[config.mk]
export PLATFORM = sky130hd
export DESIGN_NAME = status_led_blink_pattern_core
export DESIGN_NICKNAME = d
export VERILOG_FILES = /design/src/rtl/slbp_pkg.sv /design/src/rtl/slbp_step.sv /design/src/rtl/status_led_blink_pattern_core.sv
export SDC_FILE = /design/constraint.sdc
export NUM_CORES = 1
export LEC_CHECK = 0
export ABC_AREA = 1
export BUFFER_PORTS_ARGS = -buffer_cell sky130_fd_sc_hd__buf_2
export CORE_MARGIN = 10
export CORE_UTILIZATION = 40
export DETAILED_ROUTE_END_ITERATION = 10
export HOLD_SLACK_MARGIN = 0.02
export RECOVER_POWER = 25
export SLEW_MARGIN = 15
export SYNTH_ARGS = -nofsm -noshare
export SYNTH_HDL_FRONTEND = slang
export SYNTH_HIERARCHICAL = 1
export SYNTH_SLANG_ARGS = --single-unit
[constraint.sdc]
create_clock -name i_clk -period 8.35 [get_ports i_clk]
set_input_delay 0.4175 -clock i_clk [delete_from_list [all_inputs] [get_ports i_clk]]
set_output_delay 0.4175 -clock i_clk [all_outputs]
set_load 0.005 [all_outputs]
[src/rtl/slbp_pkg.sv]
// Shared types and timing constants for the status LED pattern core.
// Depends on nothing; used by slbp_step and status_led_blink_pattern_core.
package slbp_pkg;

    localparam int MODE_W = 3;
    localparam int STEP_W = 16;
    localparam int TIME_W = 32;
    localparam int MS_W   = 11;

    typedef logic [MS_W-1:0]   t_ms;
    typedef logic [TIME_W-1:0] t_time;

    // Display modes, same encoding as the mode ports.
    typedef enum logic [MODE_W-1:0] {
        MODE_NORMAL      = 3'd0,
        MODE_LOW_BATTERY = 3'd1,
        MODE_FAULT       = 3'd2,
        MODE_ESTOP       = 3'd3,
        MODE_UPPER_LINK  = 3'd4,
        MODE_CAL_RUNNING = 3'd5,
        MODE_CAL_OK      = 3'd6,
        MODE_CAL_APPLIED = 3'd7
    } t_mode;

    // Transaction kinds on the func field.
    localparam logic FUNC_TICK     = 1'b0;
    localparam logic FUNC_SET_MODE = 1'b1;

    // Blink period and on-time per mode, in milliseconds.
    localparam t_ms NORMAL_PERIOD = 11'd1000;
    localparam t_ms NORMAL_ON     = 11'd500;
    localparam t_ms ALERT_PERIOD  = 11'd200;
    localparam t_ms ALERT_ON      = 11'd100;
    localparam t_ms LINK_PERIOD   = 11'd600;
    localparam t_ms LINK_ON       = 11'd300;

    // Calibration OK: solid on for a fixed hold time.
    localparam t_ms CAL_OK_HOLD   = 11'd2000;

    // Calibration applied: a number of double flashes, each in its own frame.
    localparam t_ms CAL_APPLY_FRAME = 11'd600;
    localparam int  CAL_APPLY_COUNT = 3;
    localparam t_ms CAL_APPLY_END   = t_ms'(CAL_APPLY_COUNT * CAL_APPLY_FRAME);
    localparam t_ms FLASH_LEN       = 11'd100;

    // Architectural state of the pattern generator.
    typedef struct packed {
        t_mode mode;
        t_time blink_tick;
        t_time time_in_mode;
        t_ms   period;
        t_ms   on_time;
        logic  led;
    } t_state;

endpackage

[src/rtl/slbp_step.sv]
// Next-state logic of the status LED pattern core for one transaction.
// Depends on slbp_pkg; instantiated by status_led_blink_pattern_core.
module slbp_step (
    input  logic                          i_func,
    input  logic [slbp_pkg::STEP_W-1:0]   i_step_ms,
    input  logic [slbp_pkg::MODE_W-1:0]   i_new_mode,
    input  slbp_pkg::t_state              i_state,
    output slbp_pkg::t_state              o_state
);

    logic [slbp_pkg::TIME_W:0]   time_sum;
    slbp_pkg::t_time             time_sat;
    slbp_pkg::t_time             tick_add;
    slbp_pkg::t_ms               sel_period;
    slbp_pkg::t_ms               sel_on;
    logic                        cal_done;
    slbp_pkg::t_ms               cal_time;
    slbp_pkg::t_ms               phase;
    slbp_pkg::t_time             tick_pre;
    slbp_pkg::t_time             tick_wrap;
    slbp_pkg::t_time             period_ext;
    slbp_pkg::t_time             on_ext;
    slbp_pkg::t_mode             req_mode;

    // Both counters advance by the step; time in mode saturates.
    always_comb begin
        time_sum = {1'b0, i_state.time_in_mode} + {{(slbp_pkg::TIME_W+1-slbp_pkg::STEP_W){1'b0}},
                                                   i_step_ms};
        time_sat = time_sum[slbp_pkg::TIME_W] ? '1 : time_sum[slbp_pkg::TIME_W-1:0];
        tick_add = i_state.blink_tick
                 + {{(slbp_pkg::TIME_W-slbp_pkg::STEP_W){1'b0}}, i_step_ms};
    end

    // Phase within a double-flash frame; only used below the end time, so it fits 11 bits.
    always_comb begin
        cal_time = time_sat[slbp_pkg::MS_W-1:0];
        if (cal_time >= slbp_pkg::t_ms'(2 * slbp_pkg::CAL_APPLY_FRAME)) begin
            phase = cal_time - slbp_pkg::t_ms'(2 * slbp_pkg::CAL_APPLY_FRAME);
        end else if (cal_time >= slbp_pkg::CAL_APPLY_FRAME) begin
            phase = cal_time - slbp_pkg::CAL_APPLY_FRAME;
        end else begin
            phase = cal_time;
        end
    end

    // Timing selection by mode; the calibration-done modes time out back to normal.
    always_comb begin
        sel_period = i_state.period;
        sel_on     = i_state.on_time;
        cal_done   = 1'b0;
        case (i_state.mode)
            slbp_pkg::MODE_NORMAL: begin
                sel_period = slbp_pkg::NORMAL_PERIOD;
                sel_on     = slbp_pkg::NORMAL_ON;
            end
            slbp_pkg::MODE_LOW_BATTERY, slbp_pkg::MODE_FAULT,
            slbp_pkg::MODE_ESTOP, slbp_pkg::MODE_CAL_RUNNING: begin
                sel_period = slbp_pkg::ALERT_PERIOD;
                sel_on     = slbp_pkg::ALERT_ON;
            end
            slbp_pkg::MODE_UPPER_LINK: begin
                sel_period = slbp_pkg::LINK_PERIOD;
                sel_on     = slbp_pkg::LINK_ON;
            end
            slbp_pkg::MODE_CAL_OK: begin
                if (time_sat >= {{(slbp_pkg::TIME_W-slbp_pkg::MS_W){1'b0}},
                                 slbp_pkg::CAL_OK_HOLD}) begin
                    cal_done = 1'b1;
                end else begin
                    sel_period = slbp_pkg::CAL_OK_HOLD;
                    sel_on     = slbp_pkg::CAL_OK_HOLD;
                end
            end
            slbp_pkg::MODE_CAL_APPLIED: begin
                if (time_sat >= {{(slbp_pkg::TIME_W-slbp_pkg::MS_W){1'b0}},
                                 slbp_pkg::CAL_APPLY_END}) begin
                    cal_done = 1'b1;
                end else begin
                    // Lit in the first and third slot of each frame.
                    sel_period = slbp_pkg::FLASH_LEN;
                    sel_on = (phase < slbp_pkg::FLASH_LEN
                              || (phase >= slbp_pkg::t_ms'(2 * slbp_pkg::FLASH_LEN)
                                  && phase < slbp_pkg::t_ms'(3 * slbp_pkg::FLASH_LEN)))
                             ? slbp_pkg::FLASH_LEN : '0;
                end
            end
            default: begin
                sel_period = slbp_pkg::NORMAL_PERIOD;
                sel_on     = slbp_pkg::NORMAL_ON;
            end
        endcase
    end

    // Wrap the blink tick by one period and derive the LED level.
    always_comb begin
        tick_pre   = cal_done ? '0 : tick_add;
        period_ext = {{(slbp_pkg::TIME_W-slbp_pkg::MS_W){1'b0}}, sel_period};
        on_ext     = {{(slbp_pkg::TIME_W-slbp_pkg::MS_W){1'b0}}, sel_on};
        tick_wrap  = (tick_pre >= period_ext) ? tick_pre - period_ext : tick_pre;
    end

    // Assemble the next state for either transaction kind.
    always_comb begin
        req_mode = slbp_pkg::t_mode'(i_new_mode);
        o_state  = i_state;
        if (i_func == slbp_pkg::FUNC_SET_MODE) begin
            if (req_mode != i_state.mode) begin
                o_state.mode         = req_mode;
                o_state.time_in_mode = '0;
                o_state.blink_tick   = '0;
            end
        end else begin
            o_state.mode         = cal_done ? slbp_pkg::MODE_NORMAL : i_state.mode;
            o_state.time_in_mode = cal_done ? '0 : time_sat;
            o_state.blink_tick   = tick_wrap;
            o_state.period       = sel_period;
            o_state.on_time      = sel_on;
            o_state.led          = (sel_on >= sel_period) ? 1'b1 : (tick_wrap < on_ext);
        end
    end

endmodule

[src/rtl/status_led_blink_pattern_core.sv]
// Top level of the status LED pattern core: input register, state and result register.
// Depends on slbp_pkg and slbp_step.

// Each transaction is a time tick or a display-mode change and yields exactly one result
// with the LED level and the mode after it. One transaction is accepted per clock cycle
// while the input does not stall. A transaction is held in the input register, passes
// once through the next-state logic and is written to the result register, where its
// result is offered on the output. The input side stalls only while a result is held by a
// stalled output and another transaction already waits in the input register. After reset
// the mode is normal with a 1000 ms period and 500 ms on-time, and the LED is off.
module status_led_blink_pattern_core (
    input  logic                          i_clk,
    input  logic                          i_rst_n,
    input  logic                          i_in_valid,
    output logic                          o_in_stall,
    input  logic                          i_func,
    input  logic [slbp_pkg::STEP_W-1:0]   i_step_ms,
    input  logic [slbp_pkg::MODE_W-1:0]   i_new_mode,
    output logic                          o_out_valid,
    input  logic                          i_out_stall,
    output logic                          o_led_level,
    output logic [slbp_pkg::MODE_W-1:0]   o_mode_now
);

    logic                         r_in_vld;
    logic                         r_func;
    logic [slbp_pkg::STEP_W-1:0]  r_step_ms;
    logic [slbp_pkg::MODE_W-1:0]  r_new_mode;
    slbp_pkg::t_state             r_state;
    slbp_pkg::t_state             n_state;
    logic                         r_out_vld;
    logic                         r_led;
    logic [slbp_pkg::MODE_W-1:0]  r_mode;
    logic                         advance;
    logic                         in_take;

    // The held transaction moves on when the result register is free or being drained.
    assign advance    = r_in_vld && (!r_out_vld || !i_out_stall);
    assign o_in_stall = r_in_vld && !advance;
    assign in_take    = i_in_valid && !o_in_stall;

    // Input register.
    always_ff @(posedge i_clk) begin
        if (!i_rst_n) begin
            r_in_vld <= 1'b0;
        end else if (in_take) begin
            r_in_vld <= 1'b1;
        end else if (advance) begin
            r_in_vld <= 1'b0;
        end
    end

    always_ff @(posedge i_clk) begin
        if (in_take) begin
            r_func     <= i_func;
            r_step_ms  <= i_step_ms;
            r_new_mode <= i_new_mode;
        end
    end

    slbp_step u_step (
        .i_func     (r_func),
        .i_step_ms  (r_step_ms),
        .i_new_mode (r_new_mode),
        .i_state    (r_state),
        .o_state    (n_state)
    );

    // Generator state, updated once per processed transaction.
    always_ff @(posedge i_clk) begin
        if (!i_rst_n) begin
            r_state.mode         <= slbp_pkg::MODE_NORMAL;
            r_state.blink_tick   <= '0;
            r_state.time_in_mode <= '0;
            r_state.period       <= slbp_pkg::NORMAL_PERIOD;
            r_state.on_time      <= slbp_pkg::NORMAL_ON;
            r_state.led          <= 1'b0;
        end else if (advance) begin
            r_state <= n_state;
        end
    end

    // Result register.
    always_ff @(posedge i_clk) begin
        if (!i_rst_n) begin
            r_out_vld <= 1'b0;
        end else if (advance) begin
            r_out_vld <= 1'b1;
        end else if (!i_out_stall) begin
            r_out_vld <= 1'b0;
        end
    end

    always_ff @(posedge i_clk) begin
        if (advance) begin
            r_led  <= n_state.led;
            r_mode <= n_state.mode;
        end
    end

    assign o_out_valid = r_out_vld;
    assign o_led_level = r_led;
    assign o_mode_now  = r_mode;

endmodule

## Word level (Yosys, flattened, before mapping)

Cells that the tools add are included.

| cells by class | value |
|---|---|
| bitwise logic cells | 1 |
| muxes and demuxes | 25 |
| eq/ne operators | 10 |
| reductions and logical operators | 15 |
| $lt $le $gt $ge | 10 |
| add/subtract/negate cells | 5 |

Operator list:

| kind | number |
|---|---|
| 67-bit two-way mux | 2 |
| 32-bit two-way mux | 4 |
| 11-bit one-hot mux with 5 select lines | 2 |
| 11-bit two-way mux | 6 |
| 32-bit by 11-bit greater-or-equal comparator with 1-bit output, second input constant | 2 |
| 32-bit by 16-bit adder with 33-bit output | 1 |
| 32-bit by 16-bit adder with 32-bit output | 1 |
| 32-bit by 11-bit greater-or-equal comparator with 1-bit output | 1 |
| 32-bit by 11-bit < comparator with 1-bit output | 1 |
| 32-bit by 11-bit subtractor with 32-bit output | 1 |
| 3-bit equality test, second input constant | 4 |
| 11-bit by 10-bit greater-or-equal comparator with 1-bit output, second input constant | 1 |
| 11-bit greater-or-equal comparator | 1 |
| 11-bit greater-or-equal comparator, second input constant | 1 |
| 11-bit by 8-bit greater-or-equal comparator with 1-bit output, second input constant | 1 |
| 11-bit by 7-bit < comparator with 1-bit output, second input constant | 1 |
| 11-bit by 9-bit < comparator with 1-bit output, second input constant | 1 |
| 11-bit by 10-bit subtractor with 11-bit output, second input constant | 1 |
| 11-bit subtractor, second input constant | 1 |
| 1-bit two-way mux | 8 |
| 7-bit two-way mux | 1 |
| 3-bit by 2-bit equality test with 1-bit output, second input constant | 2 |
| 1-bit logical AND | 4 |
| 1-bit logical NOT | 4 |
| other kinds (11) | 14 |

| word-level totals | value |
|---|---|
| output and inout port bits | 6 |
| logic and storage cells | 79 |
| register bits | 116 |

## Longest topological paths before layout

Gate-level depths: netlist of the first run.

| depth | value |
|---|---|
| depth in word-level cells | 14 |
| mapped depth | 60 |
| depth with buffers taken out | 55 |

## Modules after synthesis

Netlist of the first run, hierarchy kept.

Modules (own cells, without submodules):

| module | cells an instance | area an instance (µm²) | times used |
|---|---|---|---|
| slbp_step | 1477 | 7683.6 | 1 |
| status_led_blink_pattern_core | 601 | 4690.7 | 1 |

## Worst setup path before layout of the first run

OpenSTA, ideal clock, no wires.

| path | value |
|---|---|
| path kind | register to register |
| from | reg r_step_ms[0] (netlist bit) |
| to | reg r_state[0] (netlist bit) |
| arrival | 7.086 ns |
| setup slack | 1.200 ns |
| path buffers | 5 |
| cell stages (with the launch flop) | 55 |
| cell sequence | edfxtp_1 > ha_1 > fa_1 > nand2_1 > nand2_1 > nand3_1 > nand2_2 > nand2_4 > a21oi_4 > nor2_1 > ha_1 > nand2_1 > nor2_1 > nand3_1 > nor2_2 > nand2_1 > nor2_1 > nand2_1 > [19 not listed] > nand4_4 > inv_1 > buf_2 > buf_2 > o21ai_0 > nand2_1 > inv_1 > ha_1 > nand4_1 > nand2_1 > nand3b_1 > nor2_1 > nand2_1 > a21oi_2 > inv_1 > nand3_1 > nand2_1 > nor2_1 |

RTL lines:

| element | line | RTL |
|---|---|---|
| start, declared | status_led_blink_pattern_core.sv:27 | `logic [slbp_pkg::STEP_W-1:0] r_step_ms;` |
| start signal, assigned | status_led_blink_pattern_core.sv:56 | `r_step_ms <= i_step_ms;` |
| end signal, assigned | status_led_blink_pattern_core.sv:79 | `r_state <= n_state;` |
| end, declared | status_led_blink_pattern_core.sv:29 | `slbp_pkg::t_state r_state;` |

==> results of run 1 <==
==> layout make-up <==
type	instances	share of cell area
tap	396	0.03737
inverter	344	0.09767
timing repair buffer	43	0.01821
multi-input combinational	1534	0.6122
clock buffer	17	0.03208
clock inverter	15	0.009248
sequential	116	0.1933
==> placed cells by master (no fill, tap or decap), types with 19 or more instances in the layout <==
cell type,count
sky130_fd_sc_hd__nand4_1,29
sky130_fd_sc_hd__nand2_1,496
sky130_fd_sc_hd__xor2_1,37
sky130_fd_sc_hd__edfxtp_1,24
sky130_fd_sc_hd__o21ai_0,85
sky130_fd_sc_hd__o32ai_1,19
sky130_fd_sc_hd__xnor2_1,21
sky130_fd_sc_hd__buf_2,19
sky130_fd_sc_hd__a21oi_1,144
sky130_fd_sc_hd__inv_1,330
sky130_fd_sc_hd__ha_1,70
sky130_fd_sc_hd__nor2_1,235
sky130_fd_sc_hd__o22ai_1,27
sky130_fd_sc_hd__nor3_1,20
sky130_fd_sc_hd__nand3_1,222
sky130_fd_sc_hd__dfxtp_1,92
==> registers in the layout, indices dropped and copies added, names as in the netlist <==
register,count
o_led_level,1
o_mode_now,3
o_out_valid,1
r_func,1
r_in_vld,1
r_new_mode,3
r_state,90
r_step_ms,16
==> report_power, final <==
part | total (mW) | switching, mW | leakage (nW) | internal, mW
Clock | 0.713 | 0.328 | 0.263 | 0.385
Combinational | 0.981 | 0.659 | 5.02 | 0.322
Sequential | 0.660 | 0.0480 | 0.991 | 0.612
Total | 2.35 | 1.04 | 6.27 | 1.32
==> cell families after synthesis <==
logic type,after synthesis,share of synthesized area
xor gates and xnor gates,58,0.04105
adders and majority gates,73,0.07563
buffers and inverters,428,0.1405
and+or+nand+nor,1080,0.3844
DFF,116,0.2071
AOI/OAI and AO/OA,323,0.1513
==> per-layer routing <==
layer / vias to the layer above / global-route usage / share of wire
met3: 48 / 0.03274 / 0.062
met1: 6234 / 0.3233 / 0.49
met5: - / 0 / 0
met4: 0 / 0.07494 / 0.023
met2: 440 / 0.3424 / 0.42
li1: 6673 / - / -
==> worst paths after layout <==
path	start	to	slack, ns	depth (start not counted)
hold / removal	i_new_mode[2]	r_new_mode[2]$_DFFE_PP_	0.14	1
hold reg to reg	r_state[2]$_SDFFE_PN0P_	r_state[2]$_SDFFE_PN0P_	0.48	2
setup reg to reg	r_step_ms[10]$_DFFE_PP_	r_state[0]$_SDFFE_PN0P_	0.74	51
setup / recovery	r_step_ms[10]$_DFFE_PP_	r_state[0]$_SDFFE_PN0P_	0.74	51
==> repair_timing <==
item | in CTS | in global routing
resized for setup | 0 | 7
endpoints found under the hold margin | 0 | 0
setup buffers | 0 | 1
endpoints found under the setup margin | 0 | 1
==> metrics by stage <==
step	instance area, sq um	utilization	total power [mW]	hold slack, ns
floorplan	12370	-	1.363	0.4454
global placement	12680	0.4147	1.620	0.4592
detailed placement	12680	0.4147	1.624	0.4719
CTS	13230	0.4326	2.344	0.1127
global route	13260	0.4335	2.510	0.1198
finish	13260	0.4335	2.354	0.1351
==> insert_results.sql, run 1 <==
INSERT INTO impl_metrics (metric_group, metric, value, unit) VALUES
('global_routing', 'groute.usage.overall', '0.2273', ''),
('final_layout', 'layout.nets', '2153', ''),
('synthesis', 'yosys_most_used_dff', 'sky130_fd_sc_hd__dfxtp_1', ''),
('detailed_routing', 'drt-wirelength-per-cell', '17.91', 'um'),
('setup_path', 'critical-path-max-stage-delay', '0.45', 'ns'),
('timing', 'rsz0062_at_grt', 'no', ''),
('clocking', 'clock_insertion_delay_worst_skew', '0.46', 'ns'),
('global_routing', 'antenna_violations_before_repair', '0', ''),
('floorplanning', 'chipHeight', '195.9', 'um'),
('synthesis', 'synthesis.instances', '2078', ''),
('detailed_routing', 'drt-pass1-iter-count', '6', ''),
('synthesis', 'proportion_of_synthesized_chip_area_in_sequential_cells', '0.2071', ''),
('synthesis', 'mappedNetlistNets', '2175', ''),
('timing', 'layout_setup_ws', '0.7412', 'ns'),
('final_layout', 'area_growth_syn_to_layout', '7.149', '%'),
('timing', 'report.final.slew_viol_count', '76', ''),
('detailed_routing', 'vias', '13395', ''),
('synthesis', 'post_synth_main_area_contributors', 'sky130_fd_sc_hd__nand2_1 15%, sky130_fd_sc_hd__dfxtp_1 15%, sky130_fd_sc_hd__inv_1 10%, sky130_fd_sc_hd__nand3_1 9.0%, sky130_fd_sc_hd__nor2_1 7.2%', ''),
('detailed_routing', 'drt_drc_violations_left', '0', ''),
('placement', 'dp_slack', '0.5595', 'ns'),
('floorplanning', 'num_rows', '64', ''),
('global_routing', 'grt_overflow', '0', ''),
('final_layout', 'antenna_cells_inserted', '0', ''),
('clocking', 'cts_max_level', '4', ''),
('timing', 'clock-skew-final', '0.01436', 'ns'),
('timing', 'setup-tns-final', '0', 'ns'),
('power_and_ir_drop', 'leakagePower', '6.270', 'nW'),
('detailed_routing', 'avgViaCountPerCell', '5.434', ''),
('clocking', 'cts-root-to-sink-buffers', '2', ''),
('final_layout', 'final-seq-area', '2562', 'sq um'),
('detailed_routing', 'antenna_left', '0', ''),
('setup_path', 'worst_ep_arrival_time', '8.01', 'ns'),
('final_layout', 'final_cell_count_no_fill', '2465', ''),
('timing', 'max_freq', '131.4', 'MHz'),
('setup_path', 'startpoint_type', 'register', ''),
('timing', 'finalHoldViolations', '0', ''),
('clocking', 'tritoncts_num_sinks', '116', ''),
('synthesis', 'syn-mean-instance-area', '5.955', 'sq um'),
('placement', 'dp_hpwl', '33.01', 'mm'),
('clocking', 'clock_tree_from_tritoncts', 'done', ''),
('setup_path', 'worstPathRequired', '8.75', 'ns'),
('global_routing', 'grt_max_degree', '171', ''),
('synthesis', 'synth.yosys.warnings', '6', ''),
('run', 'drv_cap', '1', ''),
('timing', 'timing.final.setup_violations', '0', ''),
('setup_path', 'critical_path_class', 'reg -> reg', ''),
('floorplanning', 'chipWidth', '195.9', 'um'),
('clocking', 'holdBufCountCts', '0', ''),
('synthesis', 'ys_ff_latch', '116', ''),
('synthesis', 'netlist_top_cells_count', '496 x sky130_fd_sc_hd__nand2_1, 331 x sky130_fd_sc_hd__inv_1, 237 x sky130_fd_sc_hd__nor2_1', ''),
('power_and_ir_drop', 'power_density', '177.6', 'nW/um^2'),
('floorplanning', 'ioPinCount', '30', ''),
('synthesis', 'async_reset_ff_frac', '0', ''),
('hold_path', 'timing.hold.worst.class', 'in -> reg', ''),
('final_layout', 'final.fill_count', '3372', ''),
('global_routing', 'grt_pass1_wl', '69.81', 'mm'),
('timing', 'rel_slew_slack', '-0.8642', ''),
('global_routing', 'first_global_vias', '12340', ''),
('synthesis', 'syn_area', '12370', 'sq um'),
('synthesis', 'yosysTopAreaCell', 'sky130_fd_sc_hd__nand2_1', ''),
('power_and_ir_drop', 'ir_drop', '199.7', 'uV'),
('setup_path', 'cp_buf_inv_count', '7', ''),
('synthesis', 'synth_edf_count', '24', ''),
('setup_path', 'cpLargestDelayFamily', 'simple AND/OR/NAND/NOR gates', ''),
('status', 'run_status', 'complete, but fails checks', ''),
('final_layout', 'multi_input_comb_area', '8117', 'sq um'),
('timing', 'finalCritPeriodShare', '0.9112', ''),
('detailed_routing', 'number_of_violations_reported_at_the_end_of_detailed_routing_iteration_0', '1221', ''),
('synthesis', 'yosysMostFrequentCell', 'sky130_fd_sc_hd__nand2_1', ''),
('clocking', 'cts_buffers', '17', ''),
('status', 'violations_in_the_final_reports', 'max-capacitance violations, max-slew violations', '');
No activity file was read; power rests on OpenSTA's default activity.
==> run 2, diff against run 1 <==
Settings changed: ABC_AREA 1 to default.
==> insert_results.sql, run 2 <==
INSERT INTO impl_metrics (metric_group, metric, value, unit) VALUES
('floorplanning', 'ioPinCount', '30', ''),
('synthesis', 'synth_cell_type_count', '95', ''),
('synthesis', 'synthesis.instances', '1591', ''),
('hold_path', 'timing.hold.worst.class', 'in -> reg', ''),
('global_routing', 'first_global_vias', '11030', ''),
('synthesis', 'mappedNetlistNets', '1688', ''),
('global_routing', 'grt_overflow', '0', ''),
('timing', 'timing.final.setup_violations', '0', ''),
('setup_path', 'worstPathRequired', '8.70', 'ns'),
('final_layout', 'number_of_flip_flops_under_the_largest_register_name', '90', ''),
('synthesis', 'syn-mean-instance-area', '7.495', 'sq um'),
('power_and_ir_drop', 'total_power', '2.079', 'mW'),
('setup_path', 'startpoint_type', 'register', ''),
('timing', 'fin_worst_hold_slack', '0.1538', 'ns'),
('placement', 'dp_hpwl', '27.60', 'mm'),
('timing', 'clock-skew-final', '0.01606', 'ns'),
('timing', 'max_freq', '121.3', 'MHz'),
('setup_path', 'critPathCaptureType', 'register', ''),
('timing', 'finalCritPeriodShare', '0.9877', ''),
('synthesis', 'yosys_most_used_dff', 'sky130_fd_sc_hd__dfxtp_1', ''),
('clocking', 'clock_insertion_delay_worst_skew', '0.44', 'ns'),
('floorplanning', 'num_rows', '63', ''),
('final_layout', 'antenna_cells_inserted', '0', ''),
('setup_path', 'critical_path_class', 'reg -> reg', ''),
('status', 'violations_in_the_final_reports', 'max-capacitance violations, max-slew violations', ''),
('timing', 'worst-slew-pin-transition', '1.504', 'ns'),
('synthesis', 'ys_ff_latch', '116', ''),
('final_layout', 'area_growth_syn_to_layout', '15.07', '%'),
('detailed_routing', 'antenna_left', '0', ''),
('global_routing', 'antenna_violations_before_repair', '0', ''),
('synthesis', 'proportion_of_synthesized_chip_area_in_sequential_cells', '0.2149', ''),
('synthesis', 'syn_area', '11930', 'sq um'),
('synthesis', 'yosysTopAreaCell', 'sky130_fd_sc_hd__dfxtp_1', ''),
('synthesis', 'synth.yosys.warnings', '6', ''),
('timing', 'finalHoldViolations', '0', ''),
('power_and_ir_drop', 'ir_drop', '136.9', 'uV'),
('final_layout', 'post_route_cells_drive_above_1_share', '0.1556', ''),
('floorplanning', 'die-area', '37120', 'sq um'),
('floorplanning', 'initial_core_util', '0.4034', ''),
('setup_path', 'worst_ep_arrival_time', '8.60', 'ns'),
('detailed_routing', 'drt-wirelength-per-cell', '18.46', 'um'),
('setup_path', 'cp_common_cell', 'sky130_fd_sc_hd__ha_4', ''),
('clocking', 'cts-root-to-sink-buffers', '2', ''),
('detailed_routing', 'drt_drc_violations_left', '0', ''),
('final_layout', 'layout.nets', '1748', ''),
('clocking', 'worst_setup_hold_path_clk_slew', '0.06', 'ns'),
('clocking', 'holdBufCountCts', '0', ''),
('timing', 'setup-tns-final', '0', 'ns'),
('detailed_routing', 'number_of_violations_reported_at_the_end_of_detailed_routing_iteration_0', '992', ''),
('placement', 'port_buffers', '29', ''),
('final_layout', 'most-common-layout-cells', '296 x sky130_fd_sc_hd__nand2_1, 105 x sky130_fd_sc_hd__buf_4, 105 x sky130_fd_sc_hd__o21ai_0, 101 x sky130_fd_sc_hd__nor2_1, 93 x sky130_fd_sc_hd__mux2i_1', ''),
('clocking', 'clock_tree.root_cell', 'sky130_fd_sc_hd__clkbuf_16', ''),
('synthesis', 'async_reset_ff_frac', '0', ''),
('final_layout', 'mostFrequentLayoutCell', 'sky130_fd_sc_hd__nand2_1', ''),
('timing', 'layout_min_cycle_time', '8.247', 'ns'),
('global_routing', 'grt_pass1_wl', '59.82', 'mm'),
('synthesis', 'netlist_top_cells_count', '302 x sky130_fd_sc_hd__nand2_1, 109 x sky130_fd_sc_hd__o21ai_0, 108 x sky130_fd_sc_hd__nor2_1', ''),
('clocking', 'cts_buffers', '17', ''),
('status', 'run_status', 'complete, but fails checks', ''),
('detailed_routing', 'totalWireLength', '37.91', 'mm'),
('setup_path', 'crit_path_slowest_cell', 'sky130_fd_sc_hd__edfxtp_1', ''),
('floorplanning', 'area_of_the_core', '29560', 'sq um'),
('final_layout', 'regMostFlops', 'r_state', ''),
('final_layout', 'largestRegisters', 'r_state (90), r_step_ms (16)', ''),
('power_and_ir_drop', 'power_density', '151.5', 'nW/um^2'),
('floorplanning', 'chipHeight', '192.7', 'um'),
('floorplanning', 'chipWidth', '192.7', 'um'),
('synthesis', 'synth_top_cell_area_share', '0.1544', ''),
('timing', 'rel_slew_slack', '-0.002550', ''),
('timing', 'rsz0062_at_grt', 'yes', ''),
('global_routing', 'grt_max_degree', '114', ''),
('detailed_routing', 'vias', '12055', ''),
('setup_path', 'critical-path-max-stage-delay', '0.42', 'ns'),
('clocking', 'tritoncts_num_sinks', '116', ''),
('detailed_routing', 'drt-pass1-iter-count', '5', ''),
('placement', 'place.gp.congestion', '0.9652', ''),
('global_routing', 'groute.usage.overall', '0.1985', ''),
('synthesis', 'yosysMostFrequentCell', 'sky130_fd_sc_hd__nand2_1', ''),
('setup_path', 'worst-path-max-fanout', '5', ''),
('detailed_routing', 'avgViaCountPerCell', '5.869', ''),
('clocking', 'clock_tree_from_tritoncts', 'done', ''),
('synthesis', 'synth_edf_count', '24', ''),
('clocking', 'cts_max_level', '4', ''),
('final_layout', 'utilization', '0.4642', ''),
('timing', 'report.final.slew_viol_count', '20', ''),
('synthesis', 'post_synth_main_area_contributors', 'sky130_fd_sc_hd__dfxtp_1 15%, sky130_fd_sc_hd__nand2_1 9.5%, sky130_fd_sc_hd__mux2i_1 7.8%, sky130_fd_sc_hd__ha_1 7.3%, sky130_fd_sc_hd__edfxtp_1 6.0%', ''),
('power_and_ir_drop', 'leakagePower', '5.419', 'nW'),
('run', 'drv_cap', '1', '');
-- run 2: changes by cell type in the layout (fill, tap and decap cells not counted), sizes merged, moves of 20 or more --
cell / change
buf: +97
inv: -300
a21oi: -49
o22ai: -25
a22o: +20
nor2: -142
nand3: -196
o21ai: +28
nor2b: +37
nand2: -216
a21o: +31
and3: +20
mux2i: +93
-- run 2: logic make-up (layout without fill, tap and decap cells) --
family	Yosys count	in the layout	synth area share
XOR/XNOR	63	63	0.04627
flip-flops	116	116	0.2149
buffers and inverters	141	214	0.06599
AO/OA/AOI/OAI	447	447	0.2524
adder cells (fa/ha/maj)	73	73	0.07848
multiplexers	99	99	0.08373
AND/OR/NAND/NOR	652	652	0.2582
-- run 2: timing repair --
action | CTS | global route
setup endpoints to repair | 2 | 2
gates resized for setup | 7 | 47
buffers inserted | 3 | 19
pin swaps | 2 | 14
cloned | 0 | 1
endpoints found under the hold margin | 0 | 0
-- run 2: routing by layer --
layer	wire [um]	part of all wire	track usage
met1	17990	0.47	0.2726
met2	17240	0.45	0.3173
met3	1806	0.048	0.02421
met4	875	0.023	0.06052
met5	0	0	0
-- run 2: final cells by class --
cell class / instances / area [sq um]
fill: 2974 / 15840
tap: 390 / 488.0
multi-input combinational: 1334 / 8889
clock inverter: 15 / 192.7
sequential: 116 / 2562
inverter: 43 / 166.4
clock buffer: 17 / 425.4
timing repair buffer: 139 / 998.5
-- run 2: final timing paths --
path	to	startpoint	cells past startpoint	slack [ns]
max	r_state[0]$_SDFFE_PN0P_	r_step_ms[0]$_DFFE_PP_	44	0.10
min	r_func$_DFFE_PP_	i_func	1	0.15
max reg2reg	r_state[0]$_SDFFE_PN0P_	r_step_ms[0]$_DFFE_PP_	44	0.10
min reg2reg	r_state[0]$_SDFFE_PN0P_	r_state[0]$_SDFFE_PN0P_	2	0.47
-- run 2: where the power goes --
group	total [mW]	internal, mW	switching (mW)
Clock	0.802	0.477	0.324
Sequential	0.607	0.590	0.0164
Combinational	0.670	0.275	0.395
Total	2.08	1.34	0.736
-- run 2: per-stage QoR --
step	cell area, sq um	setup WS [ns]	cells
after floorplan	12060	-0.07230	1591
after global placement	12690	0.02319	1999
after detailed placement	12690	-0.1618	1999
after CTS	13360	0.003856	2034
after global routing	13720	-0.2808	2054
final	13720	0.1030	2054
-- run 2: worst max-delay path, delay by kind of cell (launching register included) --
kind | cells | cell delay [ns]
simple gates | 14 | 1.77
flops | 1 | 0.42
compound gates | 21 | 4.23
mux | 1 | 0.15
fa+ha+maj | 6 | 1.47
buf+inv | 2 | 0.12
==> run 3, diff against run 2 <==
Settings changed: ABC_AREA from default to 1, CELL_PAD_IN_SITES_DETAIL_PLACEMENT from default to 0, CELL_PAD_IN_SITES_GLOBAL_PLACEMENT from default to 1, PLACE_DENSITY_LB_ADDON from default to 0.1.
==> insert_results.sql, run 3 (synthesis gave the netlist of run 1 again) <==
INSERT INTO impl_metrics (metric_group, metric, value, unit) VALUES
('status', 'run_status', 'complete, no violations', ''),
('final_layout', 'most-common-layout-cells', '496 x sky130_fd_sc_hd__nand2_1, 330 x sky130_fd_sc_hd__inv_1, 235 x sky130_fd_sc_hd__nor2_1, 222 x sky130_fd_sc_hd__nand3_1, 143 x sky130_fd_sc_hd__a21oi_1', ''),
('timing', 'fin_worst_hold_slack', '0.1412', 'ns'),
('detailed_routing', 'drt-pass1-iter-count', '6', ''),
('detailed_routing', 'avgViaCountPerCell', '5.336', ''),
('setup_path', 'worstPathRequired', '8.75', 'ns'),
('setup_path', 'cp_common_cell', 'sky130_fd_sc_hd__nand2_1', ''),
('timing', 'finalCritPeriodShare', '0.9282', ''),
('hold_path', 'timing.hold.worst.class', 'in -> reg', ''),
('timing', 'layout_setup_ws', '0.5992', 'ns'),
('run', 'drv_cap', '0', ''),
('setup_path', 'worst-path-max-fanout', '22', ''),
('global_routing', 'use_met2', '0.3477', ''),
('clocking', 'cts_buffers', '17', ''),
('timing', 'finalHoldViolations', '0', ''),
('detailed_routing', 'drt-wirelength-per-cell', '18.48', 'um'),
('detailed_routing', 'number_of_violations_reported_at_the_end_of_detailed_routing_iteration_0', '1132', ''),
('floorplanning', 'die-area', '38370', 'sq um'),
('placement', 'place.detailed.instances', '2434', ''),
('clocking', 'clock_tree_from_tritoncts', 'done', ''),
('timing', 'layout_min_cycle_time', '7.751', 'ns'),
('timing', 'max_freq', '129.0', 'MHz'),
('clocking', 'cts-root-to-sink-buffers', '2', ''),
('global_routing', 'antenna_violations_before_repair', '0', ''),
('detailed_routing', 'drt_drc_violations_left', '0', ''),
('global_routing', 'globalRoute.busiestLayer', 'met2', ''),
('power_and_ir_drop', 'total_power', '2.455', 'mW'),
('global_routing', 'grt_max_degree', '171', ''),
('final_layout', 'area_growth_syn_to_layout', '7.938', '%'),
('timing', 'rel_slew_slack', '0.2975', ''),
('timing', 'clock-skew-final', '0.01723', 'ns'),
('timing', 'worst-slew-pin-transition', '1.054', 'ns'),
('power_and_ir_drop', 'leakagePower', '6.309', 'nW'),
('final_layout', 'largestRegisters', 'r_state (90), r_step_ms (16)', ''),
('power_and_ir_drop', 'ir_drop', '151.1', 'uV'),
('placement', 'port_buffers', '29', ''),
('final_layout', 'post-route-cell-area', '13360', 'sq um'),
('clocking', 'cts_max_level', '4', ''),
('floorplanning', 'initial_core_util', '0.4045', ''),
('detailed_routing', 'totalWireLength', '45.65', 'mm'),
('placement', 'cell_area_reported_after_detailed_placement', '12700', 'sq um'),
('clocking', 'worst_setup_hold_path_clk_slew', '0.07', 'ns'),
('timing', 'timing.final.setup_violations', '0', ''),
('placement', 'dp_slack', '0.4971', 'ns'),
('power_and_ir_drop', 'power_density', '183.8', 'nW/um^2'),
('final_layout', 'layout.nets', '2158', ''),
('placement', 'dp_hpwl', '34.67', 'mm'),
('setup_path', 'crit_path_slowest_cell', 'sky130_fd_sc_hd__fa_1', ''),
('detailed_routing', 'antenna_left', '0', ''),
('floorplanning', 'chipHeight', '195.9', 'um'),
('floorplanning', 'chipWidth', '195.9', 'um'),
('placement', 'place.gp.congestion', '0.9805', ''),
('setup_path', 'critical_path_class', 'reg -> reg', ''),
('floorplanning', 'num_rows', '64', ''),
('floorplanning', 'ioPinCount', '30', ''),
('setup_path', 'worst_ep_arrival_time', '8.15', 'ns'),
('floorplanning', 'area_of_the_core', '30590', 'sq um'),
('final_layout', 'number_of_flip_flops_under_the_largest_register_name', '90', ''),
('detailed_routing', 'vias', '13179', ''),
('setup_path', 'critical-path-max-stage-delay', '0.44', 'ns'),
('final_layout', 'regMostFlops', 'r_state', ''),
('clocking', 'clock_insertion_delay_worst_skew', '0.45', 'ns'),
('global_routing', 'grt_use_met3', '0.03410', ''),
('setup_path', 'critPathCaptureType', 'register', ''),
('global_routing', 'groute.usage.overall', '0.2337', ''),
('final_layout', 'post_route_cells_drive_above_1_share', '0.06702', ''),
('final_layout', 'antenna_cells_inserted', '0', ''),
('setup_path', 'startpoint_type', 'register', ''),
('global_routing', 'first_global_vias', '12157', ''),
('final_layout', 'mostFrequentLayoutCell', 'sky130_fd_sc_hd__nand2_1', ''),
('final_layout', 'utilization', '0.4366', ''),
('timing', 'setup-tns-final', '0', 'ns'),
('final_layout', 'final_cell_count_no_fill', '2470', ''),
('timing', 'report.final.slew_viol_count', '0', ''),
('global_routing', 'grt_overflow', '0', ''),
('clocking', 'clock_tree.root_cell', 'sky130_fd_sc_hd__clkbuf_16', ''),
('global_routing', 'grtUsageMet1', '0.3451', ''),
('global_routing', 'grt_pass1_wl', '70.99', 'mm'),
('clocking', 'tritoncts_num_sinks', '116', '');
## run 3: changes by cell type in the layout (fill, tap and decap cells not counted), sizes merged, moves of 25 or more
| cell | change |
|---|---|
| a21o | -31 |
| a21oi | +49 |
| buf | -100 |
| inv | +299 |
| mux2i | -93 |
| nand2 | +216 |
| nand3 | +196 |
| nor2 | +142 |
| nor2b | -37 |
| o21ai | -28 |
| o22ai | +25 |
## run 3: critical path, delay by kind of cell (launching register included)
family,cells,cell delay [ns]
adder cells (fa/ha/maj),5,1.41
buffers and inverters,5,0.64
flip-flops,1,0.40
AND/OR/NAND/NOR,31,3.88
AO/OA/AOI/OAI,8,1.37
## run 3: cell type report
class	count	area [sq um]
tap	396	495.5
sequential	116	2566
timing repair buffer	48	269.0
clock inverter	15	193.9
multi-input combinational	1534	8112
fill	3426	17230
clock buffer	17	425.4
inverter	344	1295
## run 3: where the power goes
part / switching [mW] / internal, mW / total, mW
Combinational: 0.666 / 0.327 / 0.993
Sequential: 0.0480 / 0.612 / 0.660
Clock: 0.324 / 0.478 / 0.802
Total: 1.04 / 1.42 / 2.46
## run 3: routing by layer
metal | wire length, um | up-vias
met5 | 0 | -
met3 | 2634 | 26
met1 | 23090 | 6081
met2 | 19350 | 384
met4 | 574 | 0
li1 | - | 6688
## run 3: final timing paths
path / slack (ns) / depth (start not counted) / endpoint / start
worst max-delay path: 0.60 / 49 / r_state[0]$_SDFFE_PN0P_ / r_step_ms[0]$_DFFE_PP_
worst min-delay path: 0.14 / 1 / r_func$_DFFE_PP_ / i_func
worst max register to register: 0.60 / 49 / r_state[0]$_SDFFE_PN0P_ / r_step_ms[0]$_DFFE_PP_
worst min register to register: 0.48 / 2 / r_state[3]$_SDFFE_PN1P_ / r_state[3]$_SDFFE_PN1P_
## run 3: what timing repair did
item	in CTS	in global routing
endpoints found under the setup margin	0	2
hold buffers	0	0
buffers inserted	0	4
resized for setup	0	9
